===== src/hw/rtl/sorted_region_coalescer_assert.svh =====
// Assertion macros shared by the region coalescer RTL.
`ifndef SORTED_REGION_COALESCER_ASSERT_SVH
`define SORTED_REGION_COALESCER_ASSERT_SVH

// Same-cycle implication, checked outside reset.
`define SRC_ASSERT_NOW(label, ante, cons, msg) \
  label: assert property (@(posedge clk) disable iff (rst) (ante) |-> (cons)) \
    else $error(msg);

// Next-cycle implication, checked outside reset.
`define SRC_ASSERT_NEXT(label, ante, cons, msg) \
  label: assert property (@(posedge clk) disable iff (rst) (ante) |=> (cons)) \
    else $error(msg);

`endif


===== src/hw/rtl/src_pkg.sv =====
// Types, codes and helper functions for the sorted region coalescer.
`timescale 1ns / 1ps
`default_nettype none

package src_pkg;

  localparam logic [52:0] PAGE_LIMIT = 53'h10000000000000;

  localparam logic [1:0] CMD_CLEAR  = 2'd0;
  localparam logic [1:0] CMD_INSERT = 2'd1;
  localparam logic [1:0] CMD_READ   = 2'd2;

  localparam logic [3:0] STAT_CLEARED  = 4'd0;
  localparam logic [3:0] STAT_SKIPPED  = 4'd1;
  localparam logic [3:0] STAT_MERGE_L  = 4'd2;
  localparam logic [3:0] STAT_MERGE_R  = 4'd3;
  localparam logic [3:0] STAT_MERGE_B  = 4'd4;
  localparam logic [3:0] STAT_INSERTED = 4'd5;
  localparam logic [3:0] STAT_FULL     = 4'd6;
  localparam logic [3:0] STAT_OVERLAP  = 4'd7;
  localparam logic [3:0] STAT_READ     = 4'd8;

  localparam logic REG_MMIO = 1'b0;
  localparam logic REG_PORT = 1'b1;

  localparam logic [2:0] OP_NONE    = 3'd0;
  localparam logic [2:0] OP_MERGE_L = 3'd1;
  localparam logic [2:0] OP_MERGE_R = 3'd2;
  localparam logic [2:0] OP_MERGE_B = 3'd3;
  localparam logic [2:0] OP_INSERT  = 3'd4;

  // Broadcast to every cell while an item is being evaluated.
  typedef struct packed {
    logic        en;
    logic [51:0] start;
    logic [52:0] pages;
    logic [5:0]  idx;
  } eval_ctrl_t;

  // Broadcast to every cell when the table is updated.
  typedef struct packed {
    logic [2:0]  op;
    logic [51:0] start;
    logic [52:0] pages;
  } apply_ctrl_t;

  // Per-cell findings, registered at the end of evaluation.
  typedef struct packed {
    logic ovl;
    logic ladj;
    logic radj;
    logic hit;
  } cell_stat_t;

  function automatic logic [52:0] sat_add(input logic [52:0] a, input logic [52:0] b);
    logic [53:0] s;
    s = {1'b0, a} + {1'b0, b};
    if (s > {1'b0, PAGE_LIMIT}) begin
      sat_add = PAGE_LIMIT;
    end else begin
      sat_add = s[52:0];
    end
  endfunction

endpackage

`default_nettype wire


===== src/hw/rtl/src_cell.sv =====
// One table slot: holds a region, classifies it against an item, and shifts or merges.
`timescale 1ns / 1ps
`default_nettype none

module src_cell #(
  parameter int INDEX = 0,
  parameter int CNT_W = 7
) (
  input  logic                     clk,
  input  src_pkg::eval_ctrl_t      ev,
  input  src_pkg::apply_ctrl_t     ap,
  input  logic [CNT_W-1:0]         count,
  input  logic                     after_prev,
  input  logic                     after_next,
  input  logic [51:0]              prev_base,
  input  logic [52:0]              prev_pages,
  input  logic [51:0]              next_base,
  input  logic [52:0]              next_pages,
  output logic                     after,
  output logic [51:0]              base,
  output logic [52:0]              pages,
  output src_pkg::cell_stat_t      stat,
  output logic [51:0]              rd_base,
  output logic [52:0]              rd_pages
);

  localparam int CW = (CNT_W > 6) ? CNT_W : 6;

  logic        valid;
  logic        gt;
  logic        is_left;
  logic        is_right;
  logic        is_tgt;
  logic [53:0] left_end;
  logic [53:0] item_end;
  logic [52:0] sum_now;

  logic        left_q;
  logic        right_q;
  logic        tgt_q;
  logic        shift_dn;
  logic        take_prev;
  logic [52:0] psum;
  logic [51:0] base_next;
  logic [52:0] pages_next;

  // The valid slots form a prefix of the chain and are sorted, so the cells
  // past the insert point are exactly those that are invalid or greater.
  assign valid    = CNT_W'(INDEX) < count;
  assign gt       = valid && (base > ev.start);
  assign after    = !valid || gt;
  assign is_left  = !after && after_next;
  assign is_right = gt && !after_prev;
  assign is_tgt   = after && !after_prev;

  assign left_end = {2'b00, base} + {1'b0, pages};
  assign item_end = {2'b00, ev.start} + {1'b0, ev.pages};
  assign sum_now  = src_pkg::sat_add(pages, ev.pages);

  always_ff @(posedge clk) begin
    if (ev.en) begin
      left_q    <= is_left;
      right_q   <= is_right;
      tgt_q     <= is_tgt;
      shift_dn  <= gt;
      take_prev <= after_prev;
      psum      <= sum_now;
      stat.ovl  <= (is_left && (left_end > {2'b00, ev.start}))
                || (is_right && (item_end > {2'b00, base}));
      stat.ladj <= is_left && (left_end == {2'b00, ev.start});
      stat.radj <= is_right && (item_end == {2'b00, base});
      stat.hit  <= valid && (CW'(INDEX) == CW'(ev.idx));
    end
  end

  always_comb begin
    base_next  = base;
    pages_next = pages;
    case (ap.op)
      src_pkg::OP_MERGE_L: begin
        if (left_q) begin
          pages_next = psum;
        end
      end
      src_pkg::OP_MERGE_R: begin
        if (right_q) begin
          base_next  = ap.start;
          pages_next = psum;
        end
      end
      src_pkg::OP_MERGE_B: begin
        // The right neighbor folds into the left one and the tail moves down.
        if (left_q) begin
          pages_next = src_pkg::sat_add(psum, next_pages);
        end else if (shift_dn) begin
          base_next  = next_base;
          pages_next = next_pages;
        end
      end
      src_pkg::OP_INSERT: begin
        if (tgt_q) begin
          base_next  = ap.start;
          pages_next = ap.pages;
        end else if (take_prev) begin
          base_next  = prev_base;
          pages_next = prev_pages;
        end
      end
      default: begin
      end
    endcase
  end

  always_ff @(posedge clk) begin
    base  <= base_next;
    pages <= pages_next;
  end

  assign rd_base  = stat.hit ? base : '0;
  assign rd_pages = stat.hit ? pages : '0;

endmodule

`default_nettype wire


===== config.mk =====
export PLATFORM = sky130hd
export DESIGN_NAME = src_cell
export DESIGN_NICKNAME = d
export VERILOG_FILES = /design/src/hw/rtl/sorted_region_coalescer_assert.svh /design/src/hw/rtl/src_pkg.sv /design/src/hw/rtl/src_cell.sv
export SDC_FILE = /design/constraint.sdc
export NUM_CORES = 1
export LEC_CHECK = 0
export BUFFER_PORTS_ARGS = -buffer_cell sky130_fd_sc_hd__buf_4
export CORE_AREA = 4 4 255 257
export DETAILED_ROUTE_END_ITERATION = 8
export DIE_AREA = 0 0 259 261
export SLEW_MARGIN = 20
export SYNTH_ARGS = -nofsm -noshare
export SYNTH_HDL_FRONTEND = slang
export SYNTH_SLANG_ARGS = --single-unit
export TNS_END_PERCENT = 100

===== constraint.sdc =====
create_clock -name clk -period 6.8 [get_ports clk]
set_input_delay 1.02 -clock clk [delete_from_list [all_inputs] [get_ports clk]]
set_output_delay 1.02 -clock clk [all_outputs]
set_load 0.02 [all_outputs]

-- Word-level counts from Yosys, hierarchy flattened
Index checks and enable logic that the tools add are counted.
- add/sub/neg operators: 4
- order comparisons: 6
- eq/ne operators: 12
- muxes and demuxes: 16
- reductions and logical operators: 19
- operators by type and width (cell ; number):
    $mux 53 ; 8
    $mux 52 ; 6
    $pmux 53 s4 ; 1
    $pmux 52 s3 ; 1
    $add 52x53->54 ; 2
    $add 53x53->54 ; 2
    $eq 54x52->1 ; 2
    $gt 54x52->1 ; 2
    $gt 54x53->1 const B ; 2
    $gt 52x52->1 ; 1
    $reduce_and 5->1 ; 2
    $logic_and 1x1->1 ; 9
    $ne 2x2->1 const B ; 4
    $lt 1x7->1 const A ; 1
    $eq 3x2->1 const B ; 2
    $logic_not 6->1 ; 1
    $ne 3x3->1 const B ; 2
    $reduce_bool 4->1 ; 1
    $eq 3x1->1 const B ; 1
    $eq 3x3->1 const B ; 1
    $logic_not 1->1 ; 3
    $reduce_bool 3->1 ; 1
    $logic_or 1x1->1 ; 2
- register bits after elaboration: 167
- input port bits: 440

-- Depth between registers and ports, before layout
Gate-level depths: netlist of run 1.
- word-level depth: 7
- gate-level depth with buffers: 25

-- Worst setup path before layout of run 1
No wires, ideal clock.
- kind: input port to flip-flop
- start: input ev[6] (netlist bit)
- end: register stat[3] (netlist bit), data pin
- library setup time: 0.264 ns
- data arrival time: 5.047 ns
- data required time: 6.536 ns
- path slack: 1.489 ns
- stages: 24
- path buffers: 0
- path through: ha_1 -> fa_1 -> a211oi_1 -> nor2_1 -> o31a_1 -> o2bb2ai_1 -> a41oi_1 -> nand2b_1 -> o21ai_0 -> nor2b_1 -> nor2_1 -> o21ai_0 -> a21oi_1 -> xnor2_1 -> ha_1 -> nand4_1 -> nor2_1 -> and2_1 -> nor2b_1 -> o21ai_0 -> a21oi_1 -> o31a_1 -> nor3b_1 -> o22ai_1
- word-level cells in the longest chain between the ends: 4
- RTL lines (what ; line ; RTL):
    start, declared ; src_cell.sv:10 ; input src_pkg::eval_ctrl_t ev,
    $add 52x53->54 ; src_cell.sv:57 ; assign item_end = {2'b00, ev.start} + {1'b0, ev.pages};
    $gt 54x52->1 ; src_cell.sv:69 ; || (is_right && (item_end > {2'b00, base}));
    $logic_and 1x1->1 ; src_cell.sv:69 ;
    $logic_or 1x1->1 ; src_cell.sv:69 ;
    end, declared ; src_cell.sv:22 ; output src_pkg::cell_stat_t stat,
Every way passes these cells.
A chain may end at the register's enable or synchronous reset.

-- Worst setup path after layout of run 1
- start: register pages[6]
- end: register stat[3] (netlist bit), data pin
- word-level cells in the longest chain between the ends: 4
- RTL lines (what ; line ; RTL):
    start, declared ; src_cell.sv:21 ; output logic [52:0] pages,
    start signal, assigned ; src_cell.sv:116 ; pages <= pages_next;
    $add 52x53->54 ; src_cell.sv:56 ; assign left_end = {2'b00, base} + {1'b0, pages};
    $gt 54x52->1 ; src_cell.sv:68 ; stat.ovl <= (is_left && (left_end > {2'b00, ev.start}))
    $logic_and 1x1->1 ; src_cell.sv:68 ;
    $logic_or 1x1->1 ; src_cell.sv:69 ;
Every way passes these cells.

==> results of run 1 <==
-- registers in the layout, summed over array words and instances (netlist names) --
| signal | flops |
|---|---|
| stat | 4 |
| right_q | 1 |
| psum | 53 |
| shift_dn | 1 |
| take_prev | 1 |
| base | 52 |
| tgt_q | 1 |
| left_q | 1 |
| pages | 53 |
-- metal layers --
layer,GRT usage,vias up,share of wire
met4,0.118,0,0.038
met2,0.483,1145,0.45
met1,0.420,12600,0.44
met5,0,-,0
met3,0.0528,168,0.077
li1,-,12900,-
-- cell families after synthesis --
group           count (synthesis)
mux                            61
simple gates                  964
flops                         167
xor+xnor                      177
buf+inv                       344
fa+ha+maj                     370
compound gates               1016
-- worst min-delay path by stage --
stage / startpoint / to / slack (ns) / cells past startpoint
after CTS: psum[48] / pages[48] / 0.66 / 2
after detailed placement: psum[48] / pages[48] / 0.63 / 2
final: psum[48] / pages[48] / 0.67 / 2
after global placement: psum[39] / pages[39] / 0.62 / 2
after global routing: psum[43] / pages[43] / 0.68 / 2
after floorplan: psum[48] / pages[48] / 0.54 / 2
-- power groups by stage --
stage | combinational, W | sequential (W) | clock (W)
3_5_place_dp | 0.00364 | 0.00155 | 0
6_report | 0.00369 | 0.00154 | 0.00105
2_1_floorplan | 0.00241 | 0.00148 | 0
5_1_grt | 0.00407 | 0.00154 | 0.00110
3_3_place_gp | 0.00366 | 0.00156 | 0
4_1_cts | 0.00366 | 0.00153 | 0.00107
-- synth_stat cells (52+ instances only) --
master	number
ha_1	366
a21o_1	162
xor2_1	70
a21oi_1	261
xnor2_1	107
a31oi_1	70
nand2_1	205
nand4_1	82
inv_1	218
clkbuf_1	112
nor2_1	226
o21ai_0	162
mux2i_1	59
a221oi_1	64
and2_1	135
nor2b_1	64
edfxtp_1	167
a222oi_1	52
-- worst max-delay path: stages (launching register included) --
cell      delay, ns
edfxtp_1       0.54
ha_1           0.46
and3_1         0.26
a41oi_1        0.19
a211o_1        0.36
a211oi_1       0.51
o21ai_0        0.24
or4_1          0.63
o21ai_0        0.30
nor2b_1        0.27
mux2i_1        0.11
and3_1         0.19
ha_1           0.29
nand3_1        0.12
nor3_1         0.36
nand4_1        0.13
nor3_1         0.20
inv_1          0.06
nor3_1         0.27
nand4_1        0.20
a22oi_1        0.23
o22ai_1        0.11
-- stage by stage --
| step | setup WS [ns] | cell area [µm²] | cells | utilization | hold WS, ns |
|---|---|---|---|---|---|
| after CTS | 0.643 | 31300 | 4529 | 0.498 | 0.659 |
| final | 0.503 | 31300 | 4534 | 0.499 | 0.667 |
| after global placement | 0.688 | 30700 | 4498 | 0.489 | 0.624 |
| after floorplan | 1.49 | 25000 | 3099 | - | 0.543 |
| after detailed placement | 0.631 | 30700 | 4498 | 0.489 | 0.626 |
| after global routing | 0.119 | 31300 | 4534 | 0.499 | 0.680 |
-- layout make-up --
| class | count | area (µm²) |
|---|---|---|
| inverters | 218 | 818 |
| well taps | 846 | 1060 |
| repair buffers | 679 | 5110 |
| diodes | 5 | 12.5 |
| fillers | 6295 | 31500 |
| clock buffers | 17 | 425 |
| multi-input cells | 2588 | 18700 |
| flip-flops and latches | 167 | 5010 |
| clock inverters | 14 | 163 |
==> summary.md, run 1 <==
| Metric | Value |
|---|---|
| Max-slew violations | 0 |
| Synth Net Count | between 3000 and 4000 |
| Max-Cap Viols | 0 |
| Sw Pwr | ~0.0029 W |
| Max FO, Critical Path | 6 |
| Status | completed |
| Max Fclk | between 0.15 and 0.2 GHz |
| Cts bufs inserted | 17 |
| Reg clk slew, reported paths | 0.08 ns |
| Flop pwr share | 0.246 |
| Number of global-route vias before repair | approximately 25000 |
| Largest area contributor in the netlist | edfxtp_1 |
| Largest family of logic cells by synthesized area | compound AO/OA/AOI/OAI gates |
| Crit. Startpoint | pages[6] |
| CP Capture Type | register |
| Largest net degree at the start of global routing | 107 |
| Final Wtd Congestion | around 0.97 |
| Area growth, synth to finish | 25.4% |
| Async SR Flop Fraction | 0 |
| # nets final | ~4500 |
| Final hold viol count | 0 |
| Final setup fails | 0 |
| CORE AREA | 62700 µm² |
| Buffers on Ports | 654 |
| Mux contribution to synthesized area | 0.0246 |
| Clock Latency Late Sink | roughly 0.5 ns |
| RSZ-0062 raised after global routing | no |
| Setup crit start kind | register |
| EDFF count, synth | approximately 170 |
| Starting Density | 0.398 |
| Synth Cell Area | about 25000 µm² |
| Vias post-DR | roughly 27000 |
| Total chip power | 0.00628 W |
| R2r setup slk | between 0.5 and 0.6 ns |
| Period minus WS final | about 6.3 ns |
| Sequential-to-total area share from yosys stat | 0.201 |
| Adder-cell share of the synthesized area | 0.187 |
| Int Power | approximately 0.0034 W |
| Synthesized instance count | between 3000 and 4000 |
| First-pass GRT wire length | approximately 160000 µm |
| Reg-to-Reg Start | pages[6] |
| Drt via density | around 6 |
| Post-CTS Hold Fix Bufs | 0 |
| Final antenna-violating net count | 0 |
| HPWL after DPL | approximately 91000 µm |
| Clk_skew | about 0.011 ns |
| XOR/XNOR Fraction of Synth Area | 0.0621 |
| Post-route DRC | 0 |
| Tcrit/Tclk final | 0.926 |
| H-Tree Depth | 4 |
| Setup Buffers After CTS | 0 |
| Synth Area per Inst | between 8 and 9 µm² |
| Switching Fraction | 0.458 |
| FF+latch count, synth | around 170 |
| Worst Path Required | around 7.0 ns |
| Total gr overflow | 0 |
| WL final | between 100000 and 150000 µm |
| R2R Path End | stat[3] |
| Simple-gate area share of the yosys netlist | 0.198 |
| TNS Setup | 0 ns |
| Pre-antenna DRT Iters | 6 |
| Max_slew headroom | 0.308 |
| Synth top area cells | edfxtp_1 (20%), ha_1 (18%), a21oi_1 (5.2%) |
| Commonest cells after routing, fill and taps aside | buf_4 (678), ha_1 (366), a21oi_1 (258) |
| Combinational power share | 0.588 |
| CTS Root Cell | clkbuf_16 |
| Initial antenna violation count | 5 |
| Die span in y | ~260 µm |
| PwrDens | roughly 200 nW/µm² |
| Placement Rows | approximately 90 |
| Die ar. | ~68000 µm² |
| Synth cell types | between 70 and 80 |
| Post-cts sizing count | 0 |
| Worst-case reg-to-reg path depth | 21 |
| Max VDD drop | 0.216 mV |
| Commonest non-fill, non-tap cell in the layout | buf_4 |
| Hold Crit Class | register to register |
| CTS tree | yes |
| Top-area cell type share of the netlist area | 0.201 |
| Routed len/inst | between 20 and 25 µm |
| Slew @ Worst Pin | between 1 and 1.5 ns |
| Clock Tree Buf Depth | 2 |
| Total GRT Usage | 0.306 |
| Post-synthesis compound-gate area fraction | 0.274 |
| YS warnings | 0 |
| Arr. time, crit path | around 6.5 ns |
| Most used DFF post-synth | edfxtp_1 |
| Die Wd | 259 µm |
| Initial DRC Count | about 2300 |
| # IOs | 655 |
| Clock network fraction of total power | 0.166 |
| LEAKAGE | 14.8 nW |
| Share of cells above drive strength 1 | 0.203 |
| Kind of critical path | register to register |
| Clock sinks | 167 |
| Critical Path Sink | stat[3] |
Note: power is estimated with default switching activity, not from simulation.
==> inputs of run 2 (changes only) <==
--- a/config.mk
+++ b/config.mk
@@ -7,8 +7,10 @@
 export LEC_CHECK = 0
 export BUFFER_PORTS_ARGS = -buffer_cell sky130_fd_sc_hd__buf_4
 export CORE_AREA = 4 4 255 257
+export CTS_CLUSTER_DIAMETER = 50
 export DETAILED_ROUTE_END_ITERATION = 8
 export DIE_AREA = 0 0 259 261
+export SKIP_CTS_REPAIR_TIMING = 1
 export SLEW_MARGIN = 20
 export SYNTH_ARGS = -nofsm -noshare
 export SYNTH_HDL_FRONTEND = slang
==> constraint.sdc (replaced) <==
create_clock -name clk -period 5.85 [get_ports clk]
set_input_delay 0.8775 -clock clk [delete_from_list [all_inputs] [get_ports clk]]
set_output_delay 0.8775 -clock clk [all_outputs]
set_load 0.02 [all_outputs]
==> summary.md, run 2 (synthesis gave the netlist of run 1 again) <==
| Metric | Value |
|---|---|
| RSZ-0062 raised after global routing | no |
| CORE AREA | 62700 µm² (unchanged) |
| Combinational power share | 0.602 (+0.014) |
| Kind of critical path | input pin to register |
| Busiest grt layer | met2 |
| Int Power | 0.00408 W (+20%) |
| Max VDD drop | 0.220 mV (+1.8%) |
| Vias post-DR | 26900 (+0.29%) |
| Reg-to-Reg Start | base[7] |
| Clk_skew | 0.0204 ns (+0.00918 ns) |
| TNS Setup | 0 ns (unchanged) |
| Die span in y | 261 µm (unchanged) |
| Final Wtd Congestion | 0.977 (+1.0%) |
| Hold depth | 2 (unchanged) |
| Cts bufs inserted | 17 (unchanged) |
| Hold wc startpoint | psum[39] |
| Max Fclk | 0.184 GHz |
| Total chip power | 0.00749 W (+19%) |
| # IOs | 655 (unchanged) |
| Placement Rows | 92 (unchanged) |
| Total GRT Usage | 0.310 (+0.00382) |
| Starting Density | 0.398 (unchanged) |
| Largest net degree at the start of global routing | 107 (unchanged) |
| H-Tree Depth | 4 (unchanged) |
| Max FO, Critical Path | 5 (-1) |
| Finished Cell Area | 32000 µm² (+2.4%) |
| Tcrit/Tclk final | 0.931 |
| Final antenna-violating net count | 0 (unchanged) |
| Worst Path Required | 6.06 ns (-0.98 ns) |
| HPWL after DPL | 93000 µm (+2.6%) |
| Commonest cells after routing, fill and taps aside | buf_4 (764), ha_1 (366), a21oi_1 (258) |
| R2R Path End | stat[3] |
| Buffers on Ports | 654 (unchanged) |
| GR Util met2 | 0.499 (+0.0157) |
| Flop pwr share | 0.233 (-0.013) |
| Drt via density | 5.82 (-1.7%) |
| Initial antenna violation count | 4 (-1) |
| Commonest non-fill, non-tap cell in the layout | buf_4 |
| CP Capture Type | register |
| Pre-antenna DRT Iters | 8 (+2) |
| Final Worst Setup Slack | 0.402 ns (-0.101 ns) |
| Top Registers | pages (53), psum (53), base (52) |
| R2r setup slk | 0.46 ns (-0.04 ns) |
| Placed cells | 4587 (+2.0%) |
| # nets final | 4571 (+2.0%) |
| Area growth, synth to finish | 28.4% |
| WL final | 111000 µm (+1.4%) |
| Share of cells above drive strength 1 | 0.224 (+0.0205) |
| Arr. time, crit path | 5.66 ns (-0.87 ns) |
| Post-route DRC | 0 (unchanged) |
| Max_slew headroom | 0.312 (+0.00442) |
| Clock network fraction of total power | 0.166 (about the same) |
| Die Wd | 259 µm (unchanged) |
| Slew @ Worst Pin | 1.03 ns (-0.00993 ns) |
| Reg clk slew, reported paths | 0.08 ns (about the same) |
| Grt met1 use | 0.437 (+0.0168) |
| LEAKAGE | 15.3 nW (+3.1%) |
| Sw Pwr | 0.00341 W (+19%) |
| First-pass GRT wire length | 159000 µm (+1.5%) |
| Worst Hold End | pages[39] |
| Post-Layout Cell Count | 4624 (+2.0%) |
| Worst-case reg-to-reg path depth | 21 (unchanged) |
| Number of global-route vias before repair | 25400 (+0.17%) |
| Clock sinks | 167 (unchanged) |
| Post-placement worst setup slack | -0.0246 ns (-0.656 ns) |
| CTS Root Cell | clkbuf_16 |
| CTS tree | yes |
| Final setup fails | 0 (unchanged) |
| DP Area | 31400 µm² (+2.3%) |
| Initial DRC Count | 2578 (+13%) |
| Max-slew violations | 0 (unchanged) |
| Switching Fraction | 0.456 (-0.00220) |
| Hold Crit Class | register to register |
| Routed len/inst | 24.0 µm (-0.55%) |
| PwrDens | 234 nW/µm² (+16%) |
| Max-Cap Viols | 0 (unchanged) |
| Final hold viol count | 0 (unchanged) |
| M3 GR Usage | 0.0406 (-0.0122) |
| Total gr overflow | 0 (unchanged) |
| Clock Latency Late Sink | 0.48 ns (-0.02 ns) |
| Setup crit start kind | input pin |
| Die ar. | 67600 µm² (unchanged) |
| Clock Tree Buf Depth | 2 (unchanged) |
| Status | completed |
| Period minus WS final | ~5.4 ns |
## run 2: changes by cell type in the layout (fill, tap and decap cells not counted), moves of 2 or more
cell     delta
buf_4      +86
nor3_1      -3
o21ai_0     -2
nor3_2      +3
buf_12      +3
o21ai_1     +2
## run 2: layout make-up
type                    count  area (µm²)
diodes                      4        10.0
clock buffers              18         429
clock inverters            14         181
fillers                  6202       30700
inverters                 218         818
multi-input cells        2588       18700
flip-flops and latches    167        5010
well taps                 846        1060
repair buffers            769        5830
## run 2: worst max-delay path by stage
stage | start | slack, ns | depth (start not counted) | end
2_1_floorplan | ev[6] | 0.68 | 24 | stat[3]
3_3_place_gp | ev[17] | 0.06 | 24 | stat[3]
3_5_place_dp | ev[12] | -0.02 | 25 | stat[3]
4_1_cts | base[7] | -0.005 | 21 | stat[3]
5_1_grt | ev[17] | 0.02 | 25 | stat[3]
6_report | ev[12] | 0.40 | 25 | stat[3]
## run 2: per-layer routing
metal  vias to the layer above  wire length [µm]
met1                     12600             50000
met2                      1094             49700
li1                      13000                 -
met3                       137              8170
met4                         0              3140
met5                         -                 0
## run 2: stage by stage
step / hold slack, ns / utilization
after floorplan: 0.543 / -
after global placement: 0.616 / 0.500
after detailed placement: 0.605 / 0.500
after CTS: 0.610 / 0.510
after global routing: 0.620 / 0.511
final: 0.641 / 0.511
## run 2: critical path: stages
cell	delay [ns]
buf_4	0.13
ha_1	0.25
or4_1	0.53
o21a_1	0.14
o2111ai_1	0.18
a21oi_1	0.17
o31a_1	0.36
o211ai_1	0.25
a21bo_2	0.18
o21ai_0	0.18
and3_1	0.24
a31oi_1	0.19
xnor2_1	0.16
ha_1	0.27
a21oi_1	0.15
nor2b_1	0.05
o21ai_0	0.16
nand2b_1	0.07
a21oi_1	0.13
o21ai_0	0.10
a41oi_1	0.16
a21oi_1	0.09
o31a_1	0.26
nor3b_1	0.24
o22ai_1	0.11
## run 2: power by group through the flow
stage               registers, W  clock network [W]  logic [W]
finish                   0.00174            0.00124    0.00450
global route             0.00174            0.00130    0.00493
CTS                      0.00173            0.00126    0.00444
detailed placement       0.00175                  0    0.00442
global placement         0.00176                  0    0.00442
floorplan                0.00172                  0    0.00280
